`config.mk`:
```
export PLATFORM = sky130hd
export DESIGN_NAME = mhe_align
export DESIGN_NICKNAME = d
export VERILOG_FILES = /design/src/hw/rtl/mhe_pkg.sv /design/src/hw/rtl/mhe_align.sv
export SDC_FILE = /design/constraint.sdc
export NUM_CORES = 1
export LEC_CHECK = 0
export BUFFER_PORTS_ARGS = -buffer_cell sky130_fd_sc_hd__buf_4
export CORE_MARGIN = 2
export CORE_UTILIZATION = 46
export CTS_CLUSTER_SIZE = 12
export DETAILED_ROUTE_END_ITERATION = 12
export GPL_TIMING_DRIVEN = 0
export PLACE_DENSITY = 0.77
export SYNTH_ARGS = -nofsm -noshare
export SYNTH_HDL_FRONTEND = slang
export SYNTH_SLANG_ARGS = --single-unit
```
`constraint.sdc`:
```
create_clock -name clk_i -period 4.1 [get_ports clk_i]
set_input_delay 0.82 -clock clk_i [delete_from_list [all_inputs] [get_ports clk_i]]
set_output_delay 0.82 -clock clk_i [all_outputs]
set_load 0.05 [all_outputs]
```
`src/hw/rtl/mhe_pkg.sv`:
```
// Shared types, character constants and the entity-name ROM for the MacRoman HTML escaper.
// Used by every pipeline stage; depends on nothing else.
package mhe_pkg;

  localparam int RunBytes = 9;
  localparam int RunWordW = RunBytes * 8;
  localparam int RunLenW  = 4;

  localparam logic [7:0] ChAmp  = 8'h26;
  localparam logic [7:0] ChQuot = 8'h22;
  localparam logic [7:0] ChLt   = 8'h3C;
  localparam logic [7:0] ChGt   = 8'h3E;

  typedef logic [RunWordW-1:0] run_word_t;

  // Raw expansion after the ROM, right-justified: last character in the lowest byte.
  typedef struct packed {
    run_word_t word;
    logic      pass;
    logic      text_end;
  } lk_t;

  // Expansion left-aligned: first character in the highest byte.
  typedef struct packed {
    run_word_t          word;
    logic [RunLenW-1:0] len;
    logic               text_end;
  } run_t;

  function automatic run_word_t rom_entity(input logic [6:0] idx);
    run_word_t w;
    case (idx)
      7'h00: w = run_word_t'("&Auml;");
      7'h01: w = run_word_t'("&Aring;");
      7'h02: w = run_word_t'("&Ccedil;");
      7'h03: w = run_word_t'("&Eacute;");
      7'h04: w = run_word_t'("&Ntilde;");
      7'h05: w = run_word_t'("&Ouml;");
      7'h06: w = run_word_t'("&Uuml;");
      7'h07: w = run_word_t'("&aacute;");
      7'h08: w = run_word_t'("&agrave;");
      7'h09: w = run_word_t'("&acirc;");
      7'h0A: w = run_word_t'("&auml;");
      7'h0B: w = run_word_t'("&atilde;");
      7'h0C: w = run_word_t'("&aring;");
      7'h0D: w = run_word_t'("&ccedil;");
      7'h0E: w = run_word_t'("&eacute;");
      7'h0F: w = run_word_t'("&egrave;");
      7'h10: w = run_word_t'("&ecirc;");
      7'h11: w = run_word_t'("&euml;");
      7'h12: w = run_word_t'("&iacute;");
      7'h13: w = run_word_t'("&igrave;");
      7'h14: w = run_word_t'("&icirc;");
      7'h15: w = run_word_t'("&iuml;");
      7'h16: w = run_word_t'("&ntilde;");
      7'h17: w = run_word_t'("&oacute;");
      7'h18: w = run_word_t'("&ograve;");
      7'h19: w = run_word_t'("&ocirc;");
      7'h1A: w = run_word_t'("&ouml;");
      7'h1B: w = run_word_t'("&otilde;");
      7'h1C: w = run_word_t'("&uacute;");
      7'h1D: w = run_word_t'("&ugrave;");
      7'h1E: w = run_word_t'("&ucirc;");
      7'h1F: w = run_word_t'("&uuml;");
      7'h20: w = run_word_t'("&dagger;");
      7'h21: w = run_word_t'("&deg;");
      7'h22: w = run_word_t'("&cent;");
      7'h23: w = run_word_t'("&pound;");
      7'h24: w = run_word_t'("&sect;");
      7'h25: w = run_word_t'("&bull;");
      7'h26: w = run_word_t'("&para;");
      7'h27: w = run_word_t'("&szlig;");
      7'h28: w = run_word_t'("&reg;");
      7'h29: w = run_word_t'("&copy;");
      7'h2A: w = run_word_t'("&trade;");
      7'h2B: w = run_word_t'("&acute;");
      7'h2C: w = run_word_t'("&uml;");
      7'h2D: w = run_word_t'("&ne;");
      7'h2E: w = run_word_t'("&AElig;");
      7'h2F: w = run_word_t'("&Oslash;");
      7'h30: w = run_word_t'("&infin;");
      7'h31: w = run_word_t'("&plusmn;");
      7'h32: w = run_word_t'("&le;");
      7'h33: w = run_word_t'("&ge;");
      7'h34: w = run_word_t'("&yen;");
      7'h35: w = run_word_t'("&micro;");
      7'h36: w = run_word_t'("&part;");
      7'h37: w = run_word_t'("&sum;");
      7'h38: w = run_word_t'("&product;");
      7'h39: w = run_word_t'("&pi;");
      7'h3A: w = run_word_t'("&int;");
      7'h3B: w = run_word_t'("&ordf;");
      7'h3C: w = run_word_t'("&ordm;");
      7'h3D: w = run_word_t'("&Omega;");
      7'h3E: w = run_word_t'("&aelig;");
      7'h3F: w = run_word_t'("&oslash;");
      7'h40: w = run_word_t'("&iquest;");
      7'h41: w = run_word_t'("&iexcl;");
      7'h42: w = run_word_t'("&not;");
      7'h43: w = run_word_t'("&radic;");
      7'h44: w = run_word_t'("&fnof;");
      7'h45: w = run_word_t'("&asymp;");
      7'h46: w = run_word_t'("&#x2206;");
      7'h47: w = run_word_t'("&laquo;");
      7'h48: w = run_word_t'("&raquo;");
      7'h49: w = run_word_t'("&hellip;");
      7'h4A: w = run_word_t'("&nbsp;");
      7'h4B: w = run_word_t'("&Agrave;");
      7'h4C: w = run_word_t'("&Atilde;");
      7'h4D: w = run_word_t'("&Otilde;");
      7'h4E: w = run_word_t'("&OElig;");
      7'h4F: w = run_word_t'("&oelig;");
      7'h50: w = run_word_t'("&ndash;");
      7'h51: w = run_word_t'("&mdash;");
      7'h52: w = run_word_t'("&ldquo;");
      7'h53: w = run_word_t'("&rdquo;");
      7'h54: w = run_word_t'("&lsquo;");
      7'h55: w = run_word_t'("&rsquo;");
      7'h56: w = run_word_t'("&divide;");
      7'h57: w = run_word_t'("&loz;");
      7'h58: w = run_word_t'("&yuml;");
      7'h59: w = run_word_t'("&Yuml;");
      7'h5A: w = run_word_t'("&frasl;");
      7'h5B: w = run_word_t'("&euro;");
      7'h5C: w = run_word_t'("&lsaquo;");
      7'h5D: w = run_word_t'("&rsaquo;");
      7'h5E: w = run_word_t'("&#xfb01;");
      7'h5F: w = run_word_t'("&#xfb02;");
      7'h60: w = run_word_t'("&Dagger;");
      7'h61: w = run_word_t'("&middot;");
      7'h62: w = run_word_t'("&sbquo;");
      7'h63: w = run_word_t'("&bdquo;");
      7'h64: w = run_word_t'("&permil;");
      7'h65: w = run_word_t'("&Acirc;");
      7'h66: w = run_word_t'("&Ecirc;");
      7'h67: w = run_word_t'("&Aacute;");
      7'h68: w = run_word_t'("&Euml;");
      7'h69: w = run_word_t'("&Egrave;");
      7'h6A: w = run_word_t'("&Iacute;");
      7'h6B: w = run_word_t'("&Icirc;");
      7'h6C: w = run_word_t'("&Iuml;");
      7'h6D: w = run_word_t'("&Igrave;");
      7'h6E: w = run_word_t'("&Oacute;");
      7'h6F: w = run_word_t'("&Ocirc;");
      7'h70: w = run_word_t'("&#xf8ff;");
      7'h71: w = run_word_t'("&Ograve;");
      7'h72: w = run_word_t'("&Uacute;");
      7'h73: w = run_word_t'("&Ucirc;");
      7'h74: w = run_word_t'("&Ugrave;");
      7'h75: w = run_word_t'("&#x0131;");
      7'h76: w = run_word_t'("&circ;");
      7'h77: w = run_word_t'("&tilde;");
      7'h78: w = run_word_t'("&macr;");
      7'h79: w = run_word_t'("&#x02d8;");
      7'h7A: w = run_word_t'("&#x02d9;");
      7'h7B: w = run_word_t'("&#x02da;");
      7'h7C: w = run_word_t'("&cedil;");
      7'h7D: w = run_word_t'("&#x02dd;");
      7'h7E: w = run_word_t'("&#x02db;");
      default: w = run_word_t'("&#x02c7;");
    endcase
    return w;
  endfunction

endpackage

```
`src/hw/rtl/mhe_align.sv`:
```
// Align stage: measures the expansion and moves its first character to the top byte.
// Depends on mhe_pkg for the stage types.
module mhe_align (
  input  logic          clk_i,
  input  logic          rst_ni,
  input  logic          valid_i,
  input  mhe_pkg::lk_t  lk_i,
  output logic          stall_o,
  output logic          valid_o,
  output mhe_pkg::run_t run_o,
  input  logic          stall_i
);
  import mhe_pkg::*;

  logic               valid_q;
  run_t               run_q, run_d;
  logic [RunLenW-1:0] len;
  logic [RunLenW-1:0] shamt;

  // Names hold no zero bytes, so the highest non-zero byte marks the length.
  always_comb begin
    len = RunLenW'(1);
    if (!lk_i.pass) begin
      for (int k = 0; k < RunBytes; k++) begin
        if (lk_i.word[8*k +: 8] != 8'h00) begin
          len = RunLenW'(k + 1);
        end
      end
    end
    shamt          = RunLenW'(RunBytes) - len;
    run_d.word     = lk_i.word << {shamt, 3'b000};
    run_d.len      = len;
    run_d.text_end = lk_i.text_end;
  end

  assign stall_o = valid_q & stall_i;
  assign valid_o = valid_q;
  assign run_o   = run_q;

  always_ff @(posedge clk_i or negedge rst_ni) begin
    if (!rst_ni) begin
      valid_q <= 1'b0;
    end else if (!stall_o) begin
      valid_q <= valid_i;
    end
  end

  always_ff @(posedge clk_i) begin
    if (!stall_o && valid_i) begin
      run_q <= run_d;
    end
  end

endmodule

```
==> flow_summary.ini, run 1 <==
[timing]
min_period_ns = 3.92
finalSetupViolations = 0
setup_tns_ns = 0
finalMaxSlewViolations = 0
relSlewSlack = 0.545
rsz0062_at_grt = no
fin_skew_ns = 0.00822
max_freq_mhz = 255
timing.final.crit_share = 0.956
hold_viol = 0
layout_setup_ws_ns = 0.179
tightest_slew_ns = 0.682

[worst_setup_path]
critical_path.endpoint_type = register
path_cells = buf_4 -> or4_1 -> and4bb_1 -> o21bai_1 -> nand2_1 -> buf_6 -> buf_4 -> ha_1 -> nand2b_2 -> nand2b_1 -> clkbuf_4 -> clkbuf_4 -> o21ai_0
critPathRequiredTime_ns = 4.26
cp_slowest_cell = or4_1
crit_path_max_incr_delay_ns = 0.58
worst-path-buf-inv = 5
start_kind = input port
path_max_fanout = 10
crit_family = simple AND/OR/NAND/NOR gates
path_class = input port to register
worstPathArrival_ns = 4.08

[yosys]
synth_edf_count = 77
syn_area_sq_um = 4750
ys_types = 51
avgSynthCellArea_sq_um = 12.2
yosysSeqAreaShare = 0.492
synthCells = 391
ys.warnings.count = 0
synth-main-ff-cell = edfxtp_1
async_flop_share = 0.0128
syn_nets = 470
ys_seq_elements = 78

[layout]
final_util = 0.624
fill_cells = 865
drive_gt1_frac = 0.395
design_area_sq_um = 6350
final_nets = 638
fin_cells = 700
mostFrequentLayoutCell = buf_4
area_delta_synth_final_pct = 33.6
regArea_sq_um = 2340
diodes = 0
multi_input_area_sq_um = 2230
final_cell_mix = buf_4 (159), edfxtp_1 (77), mux2i_1 (60)

[grt]
grt_pass1_vias = 4320
grt-ovfl-total = 0
grt_max_degree = 39
antenna_found_initial = 0
grt_usage = 0.309
grt_pass1_wl_microns = 25500

[clocking]
cts_hold_buf = 0
cts_tree = done
root_buffer = clkbuf_8
clock_path_buffers = 2
cts.sink_count = 78
clk_pin_slew_ns = 0.08
postCtsSetupRepairBufs = 0
post_cts_resized = 6
numCtsBuffers = 9
clock_latency_ns = 0.36
cts_htree_levels = 3

[floorplan]
dieArea_sq_um = 11200
fp-row-count = 37
coreArea_sq_um = 10200
die_w_microns = 106
die_y_microns = 106
initial_core_util = 0.467
ios = 157

[detailed_routing]
dr.first_iter.drc_count = 309
detail-route-antenna-nets = 0
dr.pass1.iters = 4
route.detailed.drc = 0
wl_microns = 17200
vias = 4279
wl_per_cell_microns = 24.6
vias_per_cell = 6.11

[power_and_ir_drop]
powerDensity_nw_per_um2 = 307
ir_worst_vdd_mv = 0.195
power.leakage_nw = 2.65

[outcome]
status = finished clean

[placed_design]
io_buffers = 156
post_dp_cell_area_sq_um = 6140
post-place-cells = 685
dp_slack_ns = -0.714
gp_congestion = 0.923
place_hpwl_microns = 13300

[flow_run]
cap_viol_max_count = 0

[hold_path]
min_path_type = input port to asynchronous set/reset pin
## cells by family after synthesis
kind of cell | count (synthesis) | share of synthesized area
muxes | 73 | 0.162
AOI/OAI and AO/OA | 124 | 0.193
and+or+nand+nor | 83 | 0.102
xor gates and xnor gates | 1 | 0.00342
buffers and inverters | 31 | 0.0453
DFF | 78 | 0.492
adders and majority gates | 1 | 0.00263
## final cells by class
type | count | area share
Timing Repair Buffer | 158 | 0.191
Clock buffer | 10 | 0.0201
Sequential cell | 78 | 0.368
Multi-Input combinational cell | 282 | 0.351
Tap cell | 136 | 0.0268
Inverter | 3 | 0.00296
Clock inverter | 6 | 0.00611
Buffer | 27 | 0.0341
## cells in the mapped netlist (all sizes together) (10+ instances only)
cell type / n / share of area
o22a: 18 / 0.033
buf: 17 / 0.033
o22ai: 20 / 0.026
edfxtp: 77 / 0.49
clkbuf: 11 / 0.0087
and2: 10 / 0.013
a211oi: 23 / 0.043
mux2i: 65 / 0.14
o21ai: 20 / 0.021
nor4: 15 / 0.023
nor2: 20 / 0.017
## sequential cells by signal, indices dropped and copies added, names as in the netlist
signal and flops:
run_o 77, valid_o 1
## where the power goes
group | switching (mW) | leakage (nW) | total, mW | internal, mW
Sequential | 0.0131 | 0.763 | 0.944 | 0.931
Combinational | 0.323 | 1.81 | 0.492 | 0.169
Clock | 0.297 | 0.0820 | 0.515 | 0.218
Total | 0.634 | 2.65 | 1.95 | 1.32
## per-stage QoR
step                power [mW]  hold WS [ns]
finish                    1.95         0.224
global route              2.01         0.210
CTS                       1.95         0.216
detailed placement        1.45         0.598
global placement          1.44         0.595
floorplan                 1.24         0.524
## routing by layer
metal / wire length (microns) / up-vias / GRT usage / part of all wire
met2: 7830 / 233 / 0.479 / 0.46
met4: 561 / 0 / 0.138 / 0.033
met1: 7600 / 2075 / 0.423 / 0.44
met3: 1210 / 39 / 0.0563 / 0.070
li1: - / 1932 / - / -
met5: 0 / - / 0 / 0
## worst paths after layout
path,startpoint,endpoint,cells after the start,slack [ns]
setup / recovery,lk_i[14],run_o[49],13,0.18
hold / removal,rst_ni,valid_o,1,0.22
setup reg to reg,valid_o,run_o[50],3,2.71
hold reg to reg,valid_o,valid_o,2,0.73
max in group asynchronous,rst_ni,valid_o,1,3.80
min in group clk_i,lk_i[0],run_o[0],1,0.64
Note: power is estimated with default switching activity, not from simulation.
==> inputs of run 2 (changes only) <==
--- a/config.mk
+++ b/config.mk
@@ -7,11 +7,12 @@
 export LEC_CHECK = 0
 export BUFFER_PORTS_ARGS = -buffer_cell sky130_fd_sc_hd__buf_4
 export CORE_MARGIN = 2
-export CORE_UTILIZATION = 46
+export CORE_UTILIZATION = 48
+export CTS_BUF_LIST = sky130_fd_sc_hd__clkbuf_8
 export CTS_CLUSTER_SIZE = 12
 export DETAILED_ROUTE_END_ITERATION = 12
 export GPL_TIMING_DRIVEN = 0
-export PLACE_DENSITY = 0.77
+export PLACE_DENSITY = 0.79
 export SYNTH_ARGS = -nofsm -noshare
 export SYNTH_HDL_FRONTEND = slang
 export SYNTH_SLANG_ARGS = --single-unit
==> flow_summary.ini, run 2 (synthesis results as in run 1) <==
[timing]
setup_tns_ns = 0
fin_skew_ns = 0.00730
max_freq_mhz = 252
tightest_slew_ns = 0.892
timing.final.crit_share = 0.967
holdWs_ns = 0.213
finalSetupViolations = 0
min_period_ns = 3.96
hold_viol = 0
rsz0062_at_grt = no
finalMaxSlewViolations = 0
relSlewSlack = 0.406
layout_setup_ws_ns = 0.136

[layout]
area_delta_synth_final_pct = 33.8
multi_input_area_sq_um = 2230
mostFrequentLayoutCell = buf_4
final_nets = 638
final_cell_mix = buf_4 (157), edfxtp_1 (77), mux2i_1 (60)
largest_reg_flops = 77
drive_gt1_frac = 0.392
diodes = 0
design_area_sq_um = 6360
regArea_sq_um = 2340
fill_cells = 796

[detailed_routing]
wl_microns = 17000
wl_per_cell_microns = 24.4
detail-route-antenna-nets = 0
vias_per_cell = 6.32
dr.first_iter.drc_count = 322
dr.pass1.iters = 5
route.detailed.drc = 0
vias = 4403

[power_and_ir_drop]
p_seq_frac = 0.471
power.share.clock = 0.285
powerDensity_nw_per_um2 = 315
p_switching_mw = 0.630
comb_power_share = 0.244
total_power_mw = 2.00
ir_worst_vdd_mv = 0.189
power.leakage_nw = 2.67
power.internal_mw = 1.37
swShare = 0.315

[grt]
antenna_found_initial = 0
grt_pass1_vias = 4451
grt-ovfl-total = 0
grt_max_degree = 40
grt.met2_usage = 0.481
grt_usage = 0.319
busiest_layer = met2
met3_usage = 0.0529
grt_pass1_wl_microns = 25900
use_met1 = 0.441

[floorplan]
initial_core_util = 0.491
coreArea_sq_um = 9680
fp-row-count = 36
die_y_microns = 104
die_w_microns = 104
dieArea_sq_um = 10700
ios = 157

[hold_path]
min_path_type = input port to asynchronous set/reset pin

[clocking]
postCtsSetupRepairBufs = 0
cts_tree = done
numCtsBuffers = 9
cts_htree_levels = 3
clock_path_buffers = 2
clk_pin_slew_ns = 0.08
cts.sink_count = 78
clock_latency_ns = 0.36
root_buffer = clkbuf_8

[worst_setup_path]
critical_path.endpoint_type = register
worstPathArrival_ns = 4.14
path_max_fanout = 10
ff2ff_setup_slack_ns = 2.75
path_class = input port to register
start_kind = input port
critPathRequiredTime_ns = 4.28

[flow_run]
cap_viol_max_count = 0

[placed_design]
gp_congestion = 0.990
dp_slack_ns = -0.765
post_dp_cell_area_sq_um = 6140
io_buffers = 156
place_hpwl_microns = 12700

[outcome]
status = finished clean
-- run 2: cell types whose count changed in the layout (fill, tap and decap cells not counted) --
| cell | change |
|---|---|
| buf_4 | -2 |
| bufinv_16 | +1 |
| clkbuf_4 | +2 |
| clkdlybuf4s15_1 | -1 |
| clkinv_2 | -2 |
| clkinv_4 | -1 |
| inv_1 | +3 |
-- run 2: path summary, 6_finish.rpt --
check                         start         to  cells after the start
max                        lk_i[10]  run_o[49]                     13
max in group asynchronous    rst_ni    valid_o                      1
max reg2reg                 valid_o  run_o[50]                      3
min                          rst_ni    valid_o                      1
min reg2reg                 valid_o    valid_o                      2
min in group clk_i          lk_i[0]   run_o[0]                      1
-- run 2: worst max-delay path, stage by stage --
cell,delay [ns]
buf_4,0.13
or4_1,0.58
and4bb_1,0.35
o21bai_1,0.07
nand2_1,0.09
buf_6,0.20
clkbuf_4,0.26
ha_1,0.31
nand2b_2,0.29
nand2b_1,0.29
clkbuf_4,0.26
clkbuf_4,0.23
o21ai_0,0.24
-- run 2: power by group through the flow --
stage | sequential, mW | combinational, mW | clock [mW]
after detailed placement | 0.962 | 0.482 | 0
final | 0.944 | 0.489 | 0.570
after CTS | 0.944 | 0.484 | 0.570
after global routing | 0.949 | 0.510 | 0.601
after global placement | 0.965 | 0.473 | 0
after floorplan | 1.12 | 0.115 | 0
-- run 2: repair_timing --
action,4_1_cts,5_1_grt
endpoints found under the setup margin,50,66
hold buffers,0,0
gates resized for setup,4,11
pin swaps,0,0
-- run 2: routing by layer --
| layer | vias up | wire (microns) |
|---|---|---|
| met5 | - | 0 |
| met4 | 0 | 751 |
| met3 | 58 | 1540 |
| met2 | 301 | 7630 |
| met1 | 2115 | 7050 |
| li1 | 1929 | - |
-- run 2: area by class of cell --
type,count,area share
sequential,78,0.367
multi-input combinational,282,0.351
timing repair buffer,158,0.190
buffer,27,0.0331
tap,133,0.0262
clock buffer,9,0.0195
clock inverter,7,0.00964
inverter,3,0.00295
-- run 2: metrics by stage --
step / utilization / std cells
after global routing: 0.657 / 697
final: 0.657 / 697
after floorplan: - / 391
after global placement: 0.629 / 680
after detailed placement: 0.634 / 682
after CTS: 0.653 / 697
==> inputs of run 3 (changes only) <==
--- a/config.mk
+++ b/config.mk
@@ -6,6 +6,7 @@
 export NUM_CORES = 1
 export LEC_CHECK = 0
 export BUFFER_PORTS_ARGS = -buffer_cell sky130_fd_sc_hd__buf_4
+export CORE_ASPECT_RATIO = 0.8
 export CORE_MARGIN = 2
 export CORE_UTILIZATION = 48
 export CTS_BUF_LIST = sky130_fd_sc_hd__clkbuf_8
==> flow_summary.ini, run 3 (synthesis results as in run 1) <==
[power_and_ir_drop]
power.leakage_nw = 2.66
total_power_mw = 2.00
powerDensity_nw_per_um2 = 314
ir_worst_vdd_mv = 0.244

[layout]
largest_reg_flops = 77
final_cell_mix = buf_4 (158), edfxtp_1 (77), mux2i_1 (60)
fin_cells = 699
drive_gt1_frac = 0.401
mostFrequentLayoutCell = buf_4
area_delta_synth_final_pct = 34.2
final_nets = 637
diodes = 0
final_util = 0.661
regArea_sq_um = 2340
fill_cells = 735
multi_input_area_sq_um = 2240

[placed_design]
gp_congestion = 0.931
place_hpwl_microns = 12600
post-place-cells = 685
io_buffers = 156

[timing]
holdWs_ns = 0.210
fin_skew_ns = 0.00520
max_freq_mhz = 251
min_period_ns = 3.99
relSlewSlack = 0.564
rsz0062_at_grt = no
hold_viol = 0
tightest_slew_ns = 0.649
finalMaxSlewViolations = 0
timing.final.crit_share = 0.973
finalSetupViolations = 0

[hold_path]
min_path_type = input port to asynchronous set/reset pin

[clocking]
cts_tree = done
clk_pin_slew_ns = 0.08
cts_hold_buf = 0
clock_latency_ns = 0.36
root_buffer = clkbuf_8
cts_htree_levels = 3
numCtsBuffers = 9
clock_path_buffers = 2
cts.sink_count = 78

[grt]
grt_max_degree = 38
grt_pass1_wl_microns = 24800
antenna_found_initial = 0
grt_usage = 0.317
busiest_layer = met2
grt.met2_usage = 0.467
grt_pass1_vias = 4228
grt-ovfl-total = 0
use_met1 = 0.451
met3_usage = 0.0797

[detailed_routing]
wl_microns = 16600
route.detailed.drc = 0
detail-route-antenna-nets = 0
vias_per_cell = 6.24
vias = 4365
wl_per_cell_microns = 23.7
dr.first_iter.drc_count = 296
dr.pass1.iters = 5

[floorplan]
ios = 157
die_y_microns = 93.0
initial_core_util = 0.492
dieArea_sq_um = 10700
coreArea_sq_um = 9650
die_w_microns = 115
fp-row-count = 32

[worst_setup_path]
path_max_fanout = 10
reg2reg_from = valid_o
path_class = input port to register
reg2regPathDepth = 3
worstPathArrival_ns = 4.08
start_kind = input port
ff2ff_setup_slack_ns = 2.68
critPathRequiredTime_ns = 4.19
critical_path.endpoint_type = register
r2r_end = run_o[14]

[outcome]
status = finished clean

[flow_run]
cap_viol_max_count = 0
==> run 3: how the worst max path moves through the flow <==
stage	startpoint	endpoint	depth (start not counted)
final	lk_i[14]	run_o[49]	15
after global routing	lk_i[10]	run_o[49]	15
after CTS	lk_i[26]	run_o[49]	15
after detailed placement	lk_i[50]	run_o[49]	15
after global placement	lk_i[50]	run_o[49]	15
after floorplan	lk_i[10]	run_o[48]	14
==> run 3: what timing repair did <==
action	in CTS	in global routing
pin swaps	0	0
gates resized for setup	6	14
buffers inserted	0	0
endpoints found under the hold margin	0	0
gates cloned	0	0
setup endpoints to repair	40	53
==> run 3: layout make-up <==
cell class / instances / share of cell area
Sequential cell: 78 / 0.366
Multi-Input combinational cell: 282 / 0.352
Timing Repair Buffer: 158 / 0.190
Buffer: 26 / 0.0326
Tap cell: 136 / 0.0267
Clock buffer: 9 / 0.0194
Clock inverter: 7 / 0.0104
Inverter: 3 / 0.00294
==> run 3: power by group <==
group | internal [mW] | switching (mW) | total, mW | leakage, nW
logic | 0.169 | 0.321 | 0.490 | 1.81
registers | 0.931 | 0.0127 | 0.944 | 0.763
clock network | 0.276 | 0.293 | 0.570 | 0.0924
==> run 3: through the flow <==
step / setup WS [ns] / setup TNS, ns / area (sq um)
after CTS: 0.0604 / 0 / 6350
after detailed placement: -0.755 / -28.12 / 6140
after floorplan: 0.420 / 0 / 4750
after global routing: 0.0324 / 0 / 6380
final: 0.110 / 0 / 6380
after global placement: -0.709 / -24.66 / 6100
==> run 3: critical path, stage by stage <==
cell	delay [ns]
buf_4	0.13
or4_1	0.57
and4bb_1	0.30
o21bai_1	0.07
nand2_1	0.09
buf_6	0.19
buf_4	0.24
ha_1	0.23
xnor2_2	0.13
nand2b_1	0.11
clkbuf_1	0.26
nand2b_2	0.25
clkbuf_4	0.25
clkbuf_4	0.26
o21ai_0	0.17
==> run 3: metal layers <==
| layer | vias up | part of all wire |
|---|---|---|
| met1 | 2093 | 0.43 |
| met4 | 0 | 0.030 |
| met5 | - | 0 |
| met3 | 45 | 0.10 |
| li1 | 1931 | - |
| met2 | 296 | 0.43 |
