**src/hw/rtl/mhe_pkg.sv**
```systemverilog
// Shared types, character constants and the entity-name ROM for the MacRoman HTML escaper.
// Used by every pipeline stage; depends on nothing else.
package mhe_pkg;

  localparam int RunBytes = 9;
  localparam int RunWordW = RunBytes * 8;
  localparam int RunLenW  = 4;

  localparam logic [7:0] ChAmp  = 8'h26;
  localparam logic [7:0] ChQuot = 8'h22;
  localparam logic [7:0] ChLt   = 8'h3C;
  localparam logic [7:0] ChGt   = 8'h3E;

  typedef logic [RunWordW-1:0] run_word_t;

  // Raw expansion after the ROM, right-justified: last character in the lowest byte.
  typedef struct packed {
    run_word_t word;
    logic      pass;
    logic      text_end;
  } lk_t;

  // Expansion left-aligned: first character in the highest byte.
  typedef struct packed {
    run_word_t          word;
    logic [RunLenW-1:0] len;
    logic               text_end;
  } run_t;

  function automatic run_word_t rom_entity(input logic [6:0] idx);
    run_word_t w;
    case (idx)
      7'h00: w = run_word_t'("&Auml;");
      7'h01: w = run_word_t'("&Aring;");
      7'h02: w = run_word_t'("&Ccedil;");
      7'h03: w = run_word_t'("&Eacute;");
      7'h04: w = run_word_t'("&Ntilde;");
      7'h05: w = run_word_t'("&Ouml;");
      7'h06: w = run_word_t'("&Uuml;");
      7'h07: w = run_word_t'("&aacute;");
      7'h08: w = run_word_t'("&agrave;");
      7'h09: w = run_word_t'("&acirc;");
      7'h0A: w = run_word_t'("&auml;");
      7'h0B: w = run_word_t'("&atilde;");
      7'h0C: w = run_word_t'("&aring;");
      7'h0D: w = run_word_t'("&ccedil;");
      7'h0E: w = run_word_t'("&eacute;");
      7'h0F: w = run_word_t'("&egrave;");
      7'h10: w = run_word_t'("&ecirc;");
      7'h11: w = run_word_t'("&euml;");
      7'h12: w = run_word_t'("&iacute;");
      7'h13: w = run_word_t'("&igrave;");
      7'h14: w = run_word_t'("&icirc;");
      7'h15: w = run_word_t'("&iuml;");
      7'h16: w = run_word_t'("&ntilde;");
      7'h17: w = run_word_t'("&oacute;");
      7'h18: w = run_word_t'("&ograve;");
      7'h19: w = run_word_t'("&ocirc;");
      7'h1A: w = run_word_t'("&ouml;");
      7'h1B: w = run_word_t'("&otilde;");
      7'h1C: w = run_word_t'("&uacute;");
      7'h1D: w = run_word_t'("&ugrave;");
      7'h1E: w = run_word_t'("&ucirc;");
      7'h1F: w = run_word_t'("&uuml;");
      7'h20: w = run_word_t'("&dagger;");
      7'h21: w = run_word_t'("&deg;");
      7'h22: w = run_word_t'("&cent;");
      7'h23: w = run_word_t'("&pound;");
      7'h24: w = run_word_t'("&sect;");
      7'h25: w = run_word_t'("&bull;");
      7'h26: w = run_word_t'("&para;");
      7'h27: w = run_word_t'("&szlig;");
      7'h28: w = run_word_t'("&reg;");
      7'h29: w = run_word_t'("&copy;");
      7'h2A: w = run_word_t'("&trade;");
      7'h2B: w = run_word_t'("&acute;");
      7'h2C: w = run_word_t'("&uml;");
      7'h2D: w = run_word_t'("&ne;");
      7'h2E: w = run_word_t'("&AElig;");
      7'h2F: w = run_word_t'("&Oslash;");
      7'h30: w = run_word_t'("&infin;");
      7'h31: w = run_word_t'("&plusmn;");
      7'h32: w = run_word_t'("&le;");
      7'h33: w = run_word_t'("&ge;");
      7'h34: w = run_word_t'("&yen;");
      7'h35: w = run_word_t'("&micro;");
      7'h36: w = run_word_t'("&part;");
      7'h37: w = run_word_t'("&sum;");
      7'h38: w = run_word_t'("&product;");
      7'h39: w = run_word_t'("&pi;");
      7'h3A: w = run_word_t'("&int;");
      7'h3B: w = run_word_t'("&ordf;");
      7'h3C: w = run_word_t'("&ordm;");
      7'h3D: w = run_word_t'("&Omega;");
      7'h3E: w = run_word_t'("&aelig;");
      7'h3F: w = run_word_t'("&oslash;");
      7'h40: w = run_word_t'("&iquest;");
      7'h41: w = run_word_t'("&iexcl;");
      7'h42: w = run_word_t'("&not;");
      7'h43: w = run_word_t'("&radic;");
      7'h44: w = run_word_t'("&fnof;");
      7'h45: w = run_word_t'("&asymp;");
      7'h46: w = run_word_t'("&#x2206;");
      7'h47: w = run_word_t'("&laquo;");
      7'h48: w = run_word_t'("&raquo;");
      7'h49: w = run_word_t'("&hellip;");
      7'h4A: w = run_word_t'("&nbsp;");
      7'h4B: w = run_word_t'("&Agrave;");
      7'h4C: w = run_word_t'("&Atilde;");
      7'h4D: w = run_word_t'("&Otilde;");
      7'h4E: w = run_word_t'("&OElig;");
      7'h4F: w = run_word_t'("&oelig;");
      7'h50: w = run_word_t'("&ndash;");
      7'h51: w = run_word_t'("&mdash;");
      7'h52: w = run_word_t'("&ldquo;");
      7'h53: w = run_word_t'("&rdquo;");
      7'h54: w = run_word_t'("&lsquo;");
      7'h55: w = run_word_t'("&rsquo;");
      7'h56: w = run_word_t'("&divide;");
      7'h57: w = run_word_t'("&loz;");
      7'h58: w = run_word_t'("&yuml;");
      7'h59: w = run_word_t'("&Yuml;");
      7'h5A: w = run_word_t'("&frasl;");
      7'h5B: w = run_word_t'("&euro;");
      7'h5C: w = run_word_t'("&lsaquo;");
      7'h5D: w = run_word_t'("&rsaquo;");
      7'h5E: w = run_word_t'("&#xfb01;");
      7'h5F: w = run_word_t'("&#xfb02;");
      7'h60: w = run_word_t'("&Dagger;");
      7'h61: w = run_word_t'("&middot;");
      7'h62: w = run_word_t'("&sbquo;");
      7'h63: w = run_word_t'("&bdquo;");
      7'h64: w = run_word_t'("&permil;");
      7'h65: w = run_word_t'("&Acirc;");
      7'h66: w = run_word_t'("&Ecirc;");
      7'h67: w = run_word_t'("&Aacute;");
      7'h68: w = run_word_t'("&Euml;");
      7'h69: w = run_word_t'("&Egrave;");
      7'h6A: w = run_word_t'("&Iacute;");
      7'h6B: w = run_word_t'("&Icirc;");
      7'h6C: w = run_word_t'("&Iuml;");
      7'h6D: w = run_word_t'("&Igrave;");
      7'h6E: w = run_word_t'("&Oacute;");
      7'h6F: w = run_word_t'("&Ocirc;");
      7'h70: w = run_word_t'("&#xf8ff;");
      7'h71: w = run_word_t'("&Ograve;");
      7'h72: w = run_word_t'("&Uacute;");
      7'h73: w = run_word_t'("&Ucirc;");
      7'h74: w = run_word_t'("&Ugrave;");
      7'h75: w = run_word_t'("&#x0131;");
      7'h76: w = run_word_t'("&circ;");
      7'h77: w = run_word_t'("&tilde;");
      7'h78: w = run_word_t'("&macr;");
      7'h79: w = run_word_t'("&#x02d8;");
      7'h7A: w = run_word_t'("&#x02d9;");
      7'h7B: w = run_word_t'("&#x02da;");
      7'h7C: w = run_word_t'("&cedil;");
      7'h7D: w = run_word_t'("&#x02dd;");
      7'h7E: w = run_word_t'("&#x02db;");
      default: w = run_word_t'("&#x02c7;");
    endcase
    return w;
  endfunction

endpackage

```
**src/hw/rtl/mhe_serial.sv**
```systemverilog
// Serialiser: shifts an aligned expansion out one byte per cycle from its output register while out_stall_i is low.
// Depends on mhe_pkg for the stage types.
module mhe_serial (
  input  logic          clk_i,
  input  logic          rst_ni,
  input  logic          valid_i,
  input  mhe_pkg::run_t run_i,
  output logic          stall_o,
  output logic          out_valid_o,
  output logic [7:0]    out_byte_o,
  output logic          run_last_o,
  output logic          text_last_o,
  input  logic          out_stall_i
);
  import mhe_pkg::*;

  logic               valid_q;
  run_word_t          word_q;
  logic [RunLenW-1:0] cnt_q;
  logic               end_q;
  logic               last;
  logic               take;
  logic               free;

  assign last = (cnt_q == RunLenW'(1));
  assign take = valid_q & ~out_stall_i;
  // The register can load a new run when empty or when its final byte leaves.
  assign free = ~valid_q | (take & last);

  assign stall_o     = ~free;
  assign out_valid_o = valid_q;
  assign out_byte_o  = word_q[RunWordW-1 -: 8];
  assign run_last_o  = last;
  assign text_last_o = last & end_q;

  always_ff @(posedge clk_i or negedge rst_ni) begin
    if (!rst_ni) begin
      valid_q <= 1'b0;
      cnt_q   <= RunLenW'(1);
    end else if (free) begin
      valid_q <= valid_i;
      if (valid_i) begin
        cnt_q <= run_i.len;
      end
    end else if (take) begin
      cnt_q <= cnt_q - RunLenW'(1);
    end
  end

  always_ff @(posedge clk_i) begin
    if (free && valid_i) begin
      word_q <= run_i.word;
      end_q  <= run_i.text_end;
    end else if (take) begin
      word_q <= word_q << 8;
    end
  end

endmodule

```
**config.mk**
```make
export PLATFORM = sky130hd
export DESIGN_NAME = mhe_serial
export DESIGN_NICKNAME = d
export VERILOG_FILES = /design/src/hw/rtl/mhe_pkg.sv /design/src/hw/rtl/mhe_serial.sv
export SDC_FILE = /design/constraint.sdc
export NUM_CORES = 1
export LEC_CHECK = 0
export BUFFER_PORTS_ARGS = -buffer_cell sky130_fd_sc_hd__buf_2
export CAP_MARGIN = 20
export CORE_ASPECT_RATIO = 0.7
export CORE_MARGIN = 1
export CORE_UTILIZATION = 53
export CTS_BUF_LIST = sky130_fd_sc_hd__clkbuf_16
export CTS_CLUSTER_SIZE = 28
export DETAILED_ROUTE_END_ITERATION = 6
export PLACE_DENSITY = 0.88
export SLEW_MARGIN = 20
export SYNTH_ARGS = -nofsm -noshare
export SYNTH_HDL_FRONTEND = slang
export SYNTH_SLANG_ARGS = --single-unit
```
**constraint.sdc**
```tcl
create_clock -name clk_i -period 3.5 [get_ports clk_i]
set_clock_uncertainty 0.15 [all_clocks]
set_input_delay 0.7 -clock clk_i [delete_from_list [all_inputs] [get_ports clk_i]]
set_output_delay 0.7 -clock clk_i [all_outputs]
set_load 0.05 [all_outputs]
```
==> summary.md, run 1 <==
| Metric | Value |
|---|---|
| Worst path slowest cell | dfstp_2 |
| Worst Setup End Kind | output port |
| Most frequent cell after synthesis | edfxtp_1 |
| DRC viols | 0 |
| Asr flop ratio synth | 0.0641 |
| Cells on worst reg2reg path | 6 |
| Worst-Skew Late Latency | 0.33 ns |
| Crit path kind | reg -> out |
| Sum Neg Setup Slack | 0 ns |
| Routability cong. | 0.638 |
| Worst Max-Slew Pin Slew | 0.917 ns |
| Final HPWL from detailed placement | 3980 um |
| Final Slew Violations | 0 |
| Area Growth Syn to Fin | 21.5% |
| Largest net degree at the start of global routing | 73 |
| Number of port buffers | 92 |
| Vias in the first global route | 1938 |
| Comb pwr share | 0.211 |
| RSZ-0062 raised after global routing | no |
| Initial drt markers | 75 |
| CTS tree | yes |
| H-tree depth | 3 |
| Clock Tree Root | clkbuf_16 |
| CTS Buf Count | 9 |
| FP Rows | 24 |
| Switching share of power | 0.245 |
| Final critical-path required period | 3.01 ns |
| P_leak | 2.04 nW |
| Layout Utilization | 0.691 |
| Area of the core | 6430 um2 |
| Drt pass-1 iters | 5 |
| FF+latch count, synth | 78 |
| Total length of routed wires | 5890 um |
| Yosys warns | 0 |
| Setup violators final | 0 |
| Global-route wire length before repair | 9110 um |
| Max incr delay on CP | 0.58 ns |
| Main synth FF type | edfxtp_1 |
| Worst-path clk slew | 0.06 ns |
| Seq/Total Area, Yosys | 0.635 |
| Power per cell area | 658 nW/um2 |
| I/O pin cnt | 93 |
| Antenna cell count | 0 |
| Part of the cycle the worst path needs | 0.859 |
| Hold buffers post-CTS | 0 |
| Synth area leaders | edfxtp_1 (60%), mux2_4 (20%), mux2_2 (4.9%), dfrtp_1 (2.7%), buf_6 (1.8%) |
| Register area | 2320 um2 |
| Register share of total power | 0.458 |
| Synthesized area | 3650 um2 |
| Routed WL per cell | 15.2 um |
| Min-Delay Path Class | in -> async |
| Status | finished clean |
| Peak supply drop | 0.340 mV |
| Hold Violations, Final | 0 |
| Hold Slack | 0.0283 ns |
| Synth unique cells | 29 |
| Share of layout cells above drive strength 1 | 0.608 |
| Total clock sinks | 78 |
| Worst reg2reg path startpoint | cnt_q[0] |
| Final net count | 374 |
| Initial Util | 0.569 |
| CP Launch Type | register |
| Slew HR | 0.389 |
| Syn avg cell area | 18.1 um2 |
| Die width | 101 um |
| Synth area leader | edfxtp_1 |
| CTS-repair resized insts | 0 |
| CP delay by family, top | flip-flops |
| FMAX | 333 MHz |
| Clock power share | 0.331 |
| CP max FO | 12 |
| Total GRT Usage | 0.173 |
| Gate Count Post-Synth | 202 |
| CP bufs+invs | 3 |
| Switching power | 0.714 mW |
| Area of the multi-input gates | 1180 um2 |
| Worst slack, placed | 0.727 ns |
| Filler Cell Count | 460 |
| Critical Path RT | 2.65 ns |
| Max cap viols | 0 |
| Syn_nets | 285 |
| WP data arrival | 2.16 ns |
| Top post-synthesis cells by count | edfxtp_1 (73), mux2_4 (49), mux2_2 (16) |
| CP cell instances | ha_1 -> or3b_4 -> o21ai_4 -> buf_4 -> inv_1 -> buf_2 |
| Post-route ant nets | 0 |
| Die area | 7230 um2 |
| Vias after detailed routing | 1964 |
| Cell-internal power | 2.20 mW |
| Post-CTS Setup Inserts | 0 |
| Share of the synthesized area in the top cell type | 0.600 |
| Reg2reg setup slack | 0.73 ns |
| Die H | 71.5 um |
| Worst reg2reg endpoint | word_q[54] |
| Final worst slack | 0.494 ns |
| Initial antenna violation count | 0 |
| EDFF count, synth | 73 |
| Remaining Overflow, GRT | 0 |
| Via density | 5.07 |
| Clock Tree Buf Depth | 2 |
[through the flow]
stage	instance area (um2)	std cells	total power, mW
after global routing	4440	387	3.04
after floorplan	3650	202	1.85
after global placement	4120	371	1.93
after detailed placement	4120	371	1.97
after CTS	4440	387	2.94
final	4440	387	2.92
[cell type report]
class / instances / share of cell area
Inverter: 7 / 0.00592
Tap cell: 91 / 0.0257
Sequential cell: 78 / 0.522
Timing Repair Buffer: 95 / 0.109
Multi-Input combinational cell: 100 / 0.266
Clock buffer: 9 / 0.0507
Clock inverter: 7 / 0.0203
[cells in the final DEF (no fill, tap or decap), types with 2 or more instances in the layout]
master,synthesis,routed
ha_1,2,2
nand2_4,0,2
edfxtp_1,73,73
bufinv_16,0,2
nand3_1,2,2
buf_4,8,3
clkbuf_16,0,9
nand2_1,3,2
o21ai_0,2,2
inv_1,7,8
buf_2,1,92
dfrtp_1,4,4
and3_1,8,8
nand2b_1,3,3
mux2_2,16,16
mux2i_1,3,3
mux2_4,49,49
clkinv_2,0,2
[kinds of logic after synthesis]
family	synth area share
compound gates	0.0182
flops	0.635
mux	0.259
simple gates	0.0360
buf+inv	0.0455
fa+ha+maj	0.00685
[power groups by stage]
stage                     combinational (mW)  clock, mW  sequential (mW)
after detailed placement               0.621          0             1.35
after global routing                   0.672       1.01             1.35
after global placement                 0.596          0             1.34
final                                  0.617      0.966             1.34
after CTS                              0.623      0.985             1.33
after floorplan                        0.517          0             1.34
[per-layer routing]
metal | GRT usage | wire length [um]
met1 | 0.201 | 2500
met2 | 0.289 | 2850
met3 | 0.0780 | 488
met4 | 0.0531 | 41
met5 | 0 | 0
[state kept, by name, indices dropped and copies added, names as in the netlist]
signal	cells
out_valid_o	1
end_q	1
word_q	72
cnt_q	4
[how the worst max path moves through the flow]
stage / start / end / slack, ns / depth (start not counted)
2_1_floorplan: out_valid_o / word_q[0] / 0.46 / 2
3_3_place_gp: cnt_q[0] / word_q[21] / 0.81 / 6
3_5_place_dp: cnt_q[0] / word_q[30] / 0.73 / 6
4_1_cts: cnt_q[0] / stall_o / 0.48 / 6
5_1_grt: cnt_q[0] / stall_o / 0.39 / 6
6_report: cnt_q[0] / stall_o / 0.49 / 6
(Power assumes the default switching activity.)
==> inputs of run 2 (changes only) <==
--- a/config.mk
+++ b/config.mk
@@ -7,7 +7,6 @@
 export LEC_CHECK = 0
 export BUFFER_PORTS_ARGS = -buffer_cell sky130_fd_sc_hd__buf_2
 export CAP_MARGIN = 20
-export CORE_ASPECT_RATIO = 0.7
 export CORE_MARGIN = 1
 export CORE_UTILIZATION = 53
 export CTS_BUF_LIST = sky130_fd_sc_hd__clkbuf_16
==> summary.md, run 2 (synthesized netlist as in run 1, its figures left out) <==
| Metric | Value |
|---|---|
| Status | finished clean |
| Post-route insts no fill | 371 (-4.1%) |
| Worst reg2reg path startpoint | cnt_q[0] |
| Vias in the first global route | 2041 (+5.3%) |
| Cells on worst reg2reg path | 6 (unchanged) |
| Most frequent cells in the layout | buf_2 (92), edfxtp_1 (73), mux2_4 (49) |
| Crit path kind | reg -> out |
| Hold buffers post-CTS | 0 (unchanged) |
| DRC viols | 0 (unchanged) |
| CTS tree | yes |
| H-tree depth | 3 (unchanged) |
| Sum Neg Setup Slack | 0 ns (unchanged) |
| Filler Cell Count | 448 (-2.6%) |
| Hold Violations, Final | 0 (unchanged) |
| Routability cong. | 0.859 (+35%) |
| P_leak | 2.01 nW (-1.5%) |
| Final HPWL from detailed placement | 3820 um (-3.9%) |
| Met2 Use GR | 0.277 (-0.0116) |
| Max cap viols | 0 (unchanged) |
| CP bufs+invs | 2 (-1) |
| CP max FO | 13 (+1) |
| Worst-path clk slew | 0.06 ns (about the same) |
| CP delay by family, top | flip-flops |
| CP cell instances | ha_1 -> or3b_4 -> o21ai_4 -> inv_1 -> buf_2 |
| Max FFs per register | 72 (unchanged) |
| Number of port buffers | 92 (unchanged) |
| Register area | 2320 um2 (unchanged) |
| Initial Util | 0.563 (-0.00602) |
| Routed WL per cell | 15.5 um (+1.6%) |
| Total length of routed wires | 5730 um (-2.6%) |
| Die width | 85.0 um (-16%) |
| Worst Setup End Kind | output port |
| Antenna cell count | 0 (unchanged) |
| Max incr delay on CP | 0.57 ns (about the same) |
| Worst path slowest cell | dfstp_2 |
| CTS Buf Count | 9 (unchanged) |
| Area of the core | 6490 um2 (+1.1%) |
| FP Rows | 29 (+21%) |
| Largest net degree at the start of global routing | 73 (unchanged) |
| CP Launch Type | register |
| GR Util met1 | 0.218 (+0.0170) |
| Total clock sinks | 78 (unchanged) |
| Area of the multi-input gates | 1180 um2 (unchanged) |
| Reg2reg setup slack | 0.63 ns (-0.10 ns) |
| Die area | 7230 um2 (about the same) |
| Min-Delay Path Class | in -> async |
| I/O pin cnt | 93 (unchanged) |
| Worst-Skew Late Latency | 0.32 ns (about the same) |
| Share of layout cells above drive strength 1 | 0.602 (-0.00607) |
| Post-CTS Setup Inserts | 0 (unchanged) |
| Via density | 5.23 (+3.0%) |
| Top Registers | word_q (72), cnt_q (4) |
| Part of the cycle the worst path needs | 0.867 (+0.00786) |
| WP data arrival | 2.18 ns (+0.02 ns) |
| Die H | 85.0 um (+19%) |
| Worst Max-Slew Pin Slew | 0.917 ns (-0.0000746 ns) |
| Area Growth Syn to Fin | 19.5% |
| Most used routing layer | met2 |
| Remaining Overflow, GRT | 0 (unchanged) |
| Met3 GRT Util | 0.0545 (-0.0236) |
| Vias after detailed routing | 1939 (-1.3%) |
| Drt pass-1 iters | 4 (-1) |
| Critical Path RT | 2.65 ns (about the same) |
| Setup violators final | 0 (unchanged) |
| FMAX | 330 MHz (-0.91%) |
| Total GRT Usage | 0.175 (+0.00199) |
| Final net count | 373 (-0.27%) |
| Peak supply drop | 0.441 mV (+30%) |
| Biggest register | word_q |
| Post-route ant nets | 0 (unchanged) |
| Clock Tree Root | clkbuf_16 |
| Power per cell area | 628 nW/um2 (-4.5%) |
| Initial drt markers | 125 (+67%) |
| CTS-repair resized insts | 0 (unchanged) |
| Global-route wire length before repair | 9470 um (+4.0%) |
| Commonest non-fill, non-tap cell in the layout | buf_2 |
| Final critical-path required period | 3.03 ns (+0.0275 ns) |
| RSZ-0062 raised after global routing | no |
| DP Cell Count | 356 (-4.0%) |
| WP depth | 5 (-1) |
| Final Slew Violations | 0 (unchanged) |
| Slew HR | 0.389 (about the same) |
| Clock Tree Buf Depth | 2 (unchanged) |
| Worst reg2reg endpoint | word_q[35] |
| Initial antenna violation count | 0 (unchanged) |
[run 2: final cells by class]
class | count | area share
Multi-Input combinational cell | 100 | 0.271
Timing Repair Buffer | 94 | 0.112
Clock inverter | 6 | 0.00688
Inverter | 7 | 0.00602
Sequential cell | 78 | 0.531
Clock buffer | 9 | 0.0516
Tap cell | 77 | 0.0221
[run 2: worst max-delay path by stage]
stage	end	from	slack, ns
3_3_place_gp	word_q[21]	cnt_q[0]	0.73
3_5_place_dp	word_q[35]	cnt_q[0]	0.63
2_1_floorplan	word_q[0]	out_valid_o	0.46
4_1_cts	stall_o	cnt_q[0]	0.45
6_report	stall_o	cnt_q[0]	0.47
5_1_grt	stall_o	cnt_q[0]	0.37
[run 2: per-stage QoR]
stage | hold WS [ns] | power (mW) | setup slack, ns | area, um2 | util
finish | 0.0344 | 2.74 | 0.467 | 4370 | 0.672
global route | 0.0313 | 2.87 | 0.368 | 4370 | 0.672
CTS | 0.0248 | 2.77 | 0.445 | 4370 | 0.672
detailed placement | 0.376 | 1.97 | 0.629 | 4110 | 0.633
global placement | 0.371 | 1.93 | 0.726 | 4110 | 0.633
floorplan | 0.254 | 1.85 | 0.463 | 3650 | -
[run 2: worst register-to-register path, cell delays in order, from the launching register on]
cell and delay, ns:
dfstp_2 0.57, ha_1 0.15, or3b_4 0.42, o21ai_4 0.34, nand2_4 0.33, buf_4 0.34
mux2_4 0.32
[run 2: power by group]
group          internal (mW)  leakage, nW  total, mW  switching, mW
combinational          0.321         1.11      0.610          0.290
clock                  0.466        0.126      0.797          0.331
sequential              1.26        0.775       1.33         0.0698
total                   2.05         2.01       2.74          0.690
[run 2: metal layers]
| layer | up-vias | part of all wire | wire [um] |
|---|---|---|---|
| met3 | 7 | 0.081 | 467 |
| met5 | - | 0 | 0 |
| li1 | 940 | - | - |
| met1 | 903 | 0.43 | 2470 |
| met4 | 0 | 0.014 | 83 |
| met2 | 89 | 0.47 | 2720 |
==> inputs of run 3 (changes only) <==
--- a/config.mk
+++ b/config.mk
@@ -8,11 +8,11 @@
 export BUFFER_PORTS_ARGS = -buffer_cell sky130_fd_sc_hd__buf_2
 export CAP_MARGIN = 20
 export CORE_MARGIN = 1
-export CORE_UTILIZATION = 53
+export CORE_UTILIZATION = 30
 export CTS_BUF_LIST = sky130_fd_sc_hd__clkbuf_16
 export CTS_CLUSTER_SIZE = 28
 export DETAILED_ROUTE_END_ITERATION = 6
-export PLACE_DENSITY = 0.88
+export PLACE_DENSITY = 0.58
 export SLEW_MARGIN = 20
 export SYNTH_ARGS = -nofsm -noshare
 export SYNTH_HDL_FRONTEND = slang
==> summary.md, run 3 (synthesized netlist as in run 1, its figures left out) <==
| Metric | Value |
|---|---|
| Clock Tree Root | clkbuf_16 |
| WP data arrival | 2.19 ns (about the same) |
| RSZ-0062 raised after global routing | no |
| CP max FO | 13 (unchanged) |
| Reg2reg setup slack | 0.88 ns (+0.25 ns) |
| Die width | 112 um (+32%) |
| Hold buffers post-CTS | 0 (unchanged) |
| Vias in the first global route | 2035 (-0.29%) |
| Max incr delay on CP | 0.59 ns (+0.02 ns) |
| CTS-repair resized insts | 0 (unchanged) |
| Biggest register | word_q |
| Routed WL per cell | 14.1 um (-8.8%) |
| Worst slack, placed | 0.831 ns (+0.202 ns) |
| Post-CTS Setup Inserts | 0 (unchanged) |
| DRC viols | 0 (unchanged) |
| Critical Path RT | 2.65 ns (about the same) |
| Number of port buffers | 92 (unchanged) |
| Worst reg2reg path startpoint | cnt_q[0] |
| Tot Pwr | 2.91 mW (+6.2%) |
| Worst-Skew Late Latency | 0.33 ns (about the same) |
| Cells on worst reg2reg path | 6 (unchanged) |
| Total length of routed wires | 6190 um (+8.0%) |
| Sum Neg Setup Slack | 0 ns (unchanged) |
| Share of layout cells above drive strength 1 | 0.598 (-0.00407) |
| Power per cell area | 646 nW/um2 (+2.9%) |
| Drt pass-1 iters | 4 (unchanged) |
| Top Registers | word_q (72), cnt_q (4) |
| Final worst slack | 0.463 ns (-0.00361 ns) |
| Die H | 112 um (+32%) |
| Max FFs per register | 72 (unchanged) |
| Final HPWL from detailed placement | 4110 um (+7.6%) |
| Commonest non-fill, non-tap cell in the layout | buf_2 |
| Final critical-path required period | 3.04 ns (+0.00361 ns) |
| Routability cong. | 0.640 (-25%) |
| CP Launch Type | register |
| Most frequent cells in the layout | buf_2 (92), edfxtp_1 (73), mux2_4 (49) |
| Global-route wire length before repair | 9980 um (+5.4%) |
| Vias after detailed routing | 1934 (-0.26%) |
| P_leak | 2.04 nW (+1.6%) |
| Worst Max-Slew Pin Slew | 0.586 ns (-0.331 ns) |
| Part of the cycle the worst path needs | 0.868 (+0.00103) |
| Initial antenna violation count | 1 (+1) |
| CTS tree | yes |
| Antenna cell count | 0 (unchanged) |
| Via density | 4.41 (-16%) |
| FP Rows | 39 (+34%) |
| Total GRT Usage | 0.104 (-0.0705) |
| Min-Delay Path Class | in -> async |
| Total clock sinks | 78 (unchanged) |
| Peak supply drop | 0.352 mV (-20%) |
| Crit. Startpoint | cnt_q[0] |
| Post-route ant nets | 0 (unchanged) |
| Final Slew Violations | 0 (unchanged) |
| Initial drt markers | 78 (-38%) |
| Area Growth Syn to Fin | 23.3% |
| Worst-path clk slew | 0.06 ns (about the same) |
| Crit path kind | reg -> out |
| Clock Tree Buf Depth | 2 (unchanged) |
| Worst Setup End Kind | output port |
| Remaining Overflow, GRT | 0 (unchanged) |
| Layout Utilization | 0.386 (-0.286) |
| Die area | 12600 um2 (+75%) |
| Status | finished clean |
| Setup violators final | 0 (unchanged) |
| CP cell instances | ha_1 -> or3b_4 -> o21ai_4 -> inv_1 -> buf_2 |
| H-tree depth | 3 (unchanged) |
| Initial Util | 0.313 (-0.249) |
| Slew HR | 0.609 (+0.220) |
| FMAX | 329 MHz (-0.12%) |
| Final net count | 374 (+0.27%) |
| Area of the core | 11700 um2 (+80%) |
| Worst reg2reg endpoint | word_q[62] |
| Hold Violations, Final | 0 (unchanged) |
| Largest net degree at the start of global routing | 66 (-9.6%) |
| Worst path slowest cell | dfstp_2 |
| CTS Buf Count | 9 (unchanged) |
| Max cap viols | 0 (unchanged) |
| Filler Cell Count | 1111 (+150%) |
| I/O pin cnt | 93 (unchanged) |
## run 3: routing by layer
layer / track usage / routed length, um / vias to the layer above
li1: - / - / 937
met1: 0.123 / 2720 / 901
met2: 0.162 / 2830 / 88
met3: 0.0567 / 584 / 6
met4: 0.0373 / 51 / 2
met5: 0 / 8 / -
## run 3: layout make-up
| class | instances | area [um2] | share of cell area |
|---|---|---|---|
| clock buffers | 9 | 225 | 0.0500 |
| clock inverters | 7 | 80.1 | 0.0178 |
| inverters | 7 | 26.3 | 0.00583 |
| flip-flops and latches | 78 | 2320 | 0.515 |
| multi-input cells | 100 | 1180 | 0.262 |
| well taps | 143 | 179 | 0.0397 |
| repair buffers | 95 | 495 | 0.110 |
## run 3: per-stage QoR
| step | instances | cell area [um2] | hold WS [ns] |
|---|---|---|---|
| 6_report | 439 | 4510 | 0.0276 |
| 5_1_grt | 439 | 4510 | 0.0202 |
| 4_1_cts | 439 | 4510 | 0.0174 |
| 3_5_place_dp | 423 | 4200 | 0.375 |
| 3_3_place_gp | 423 | 4200 | 0.372 |
| 2_1_floorplan | 202 | 3650 | 0.254 |
## run 3: worst max path at each step
stage | end | depth (start not counted) | slack, ns
after floorplan | word_q[0] | 2 | 0.46
after global placement | stall_o | 5 | 0.88
after detailed placement | stall_o | 5 | 0.83
after CTS | stall_o | 5 | 0.47
after global routing | stall_o | 5 | 0.35
final | stall_o | 5 | 0.46
## run 3: power by group
group          internal [mW]  total [mW]  switching, mW  leakage, nW
clock network          0.613       0.967          0.354        0.153
registers               1.26        1.33         0.0675        0.775
logic                  0.324       0.616          0.292         1.11
total                   2.20        2.91          0.714         2.04
## run 3: worst max-delay path: cells and delay by family (launching register included)
| family | cells | cell delay [ns] |
|---|---|---|
| buffers and inverters | 2 | 0.37 |
| DFF | 1 | 0.59 |
| and+or+nand+nor | 1 | 0.42 |
| AOI/OAI and AO/OA | 1 | 0.32 |
| adders and majority gates | 1 | 0.15 |
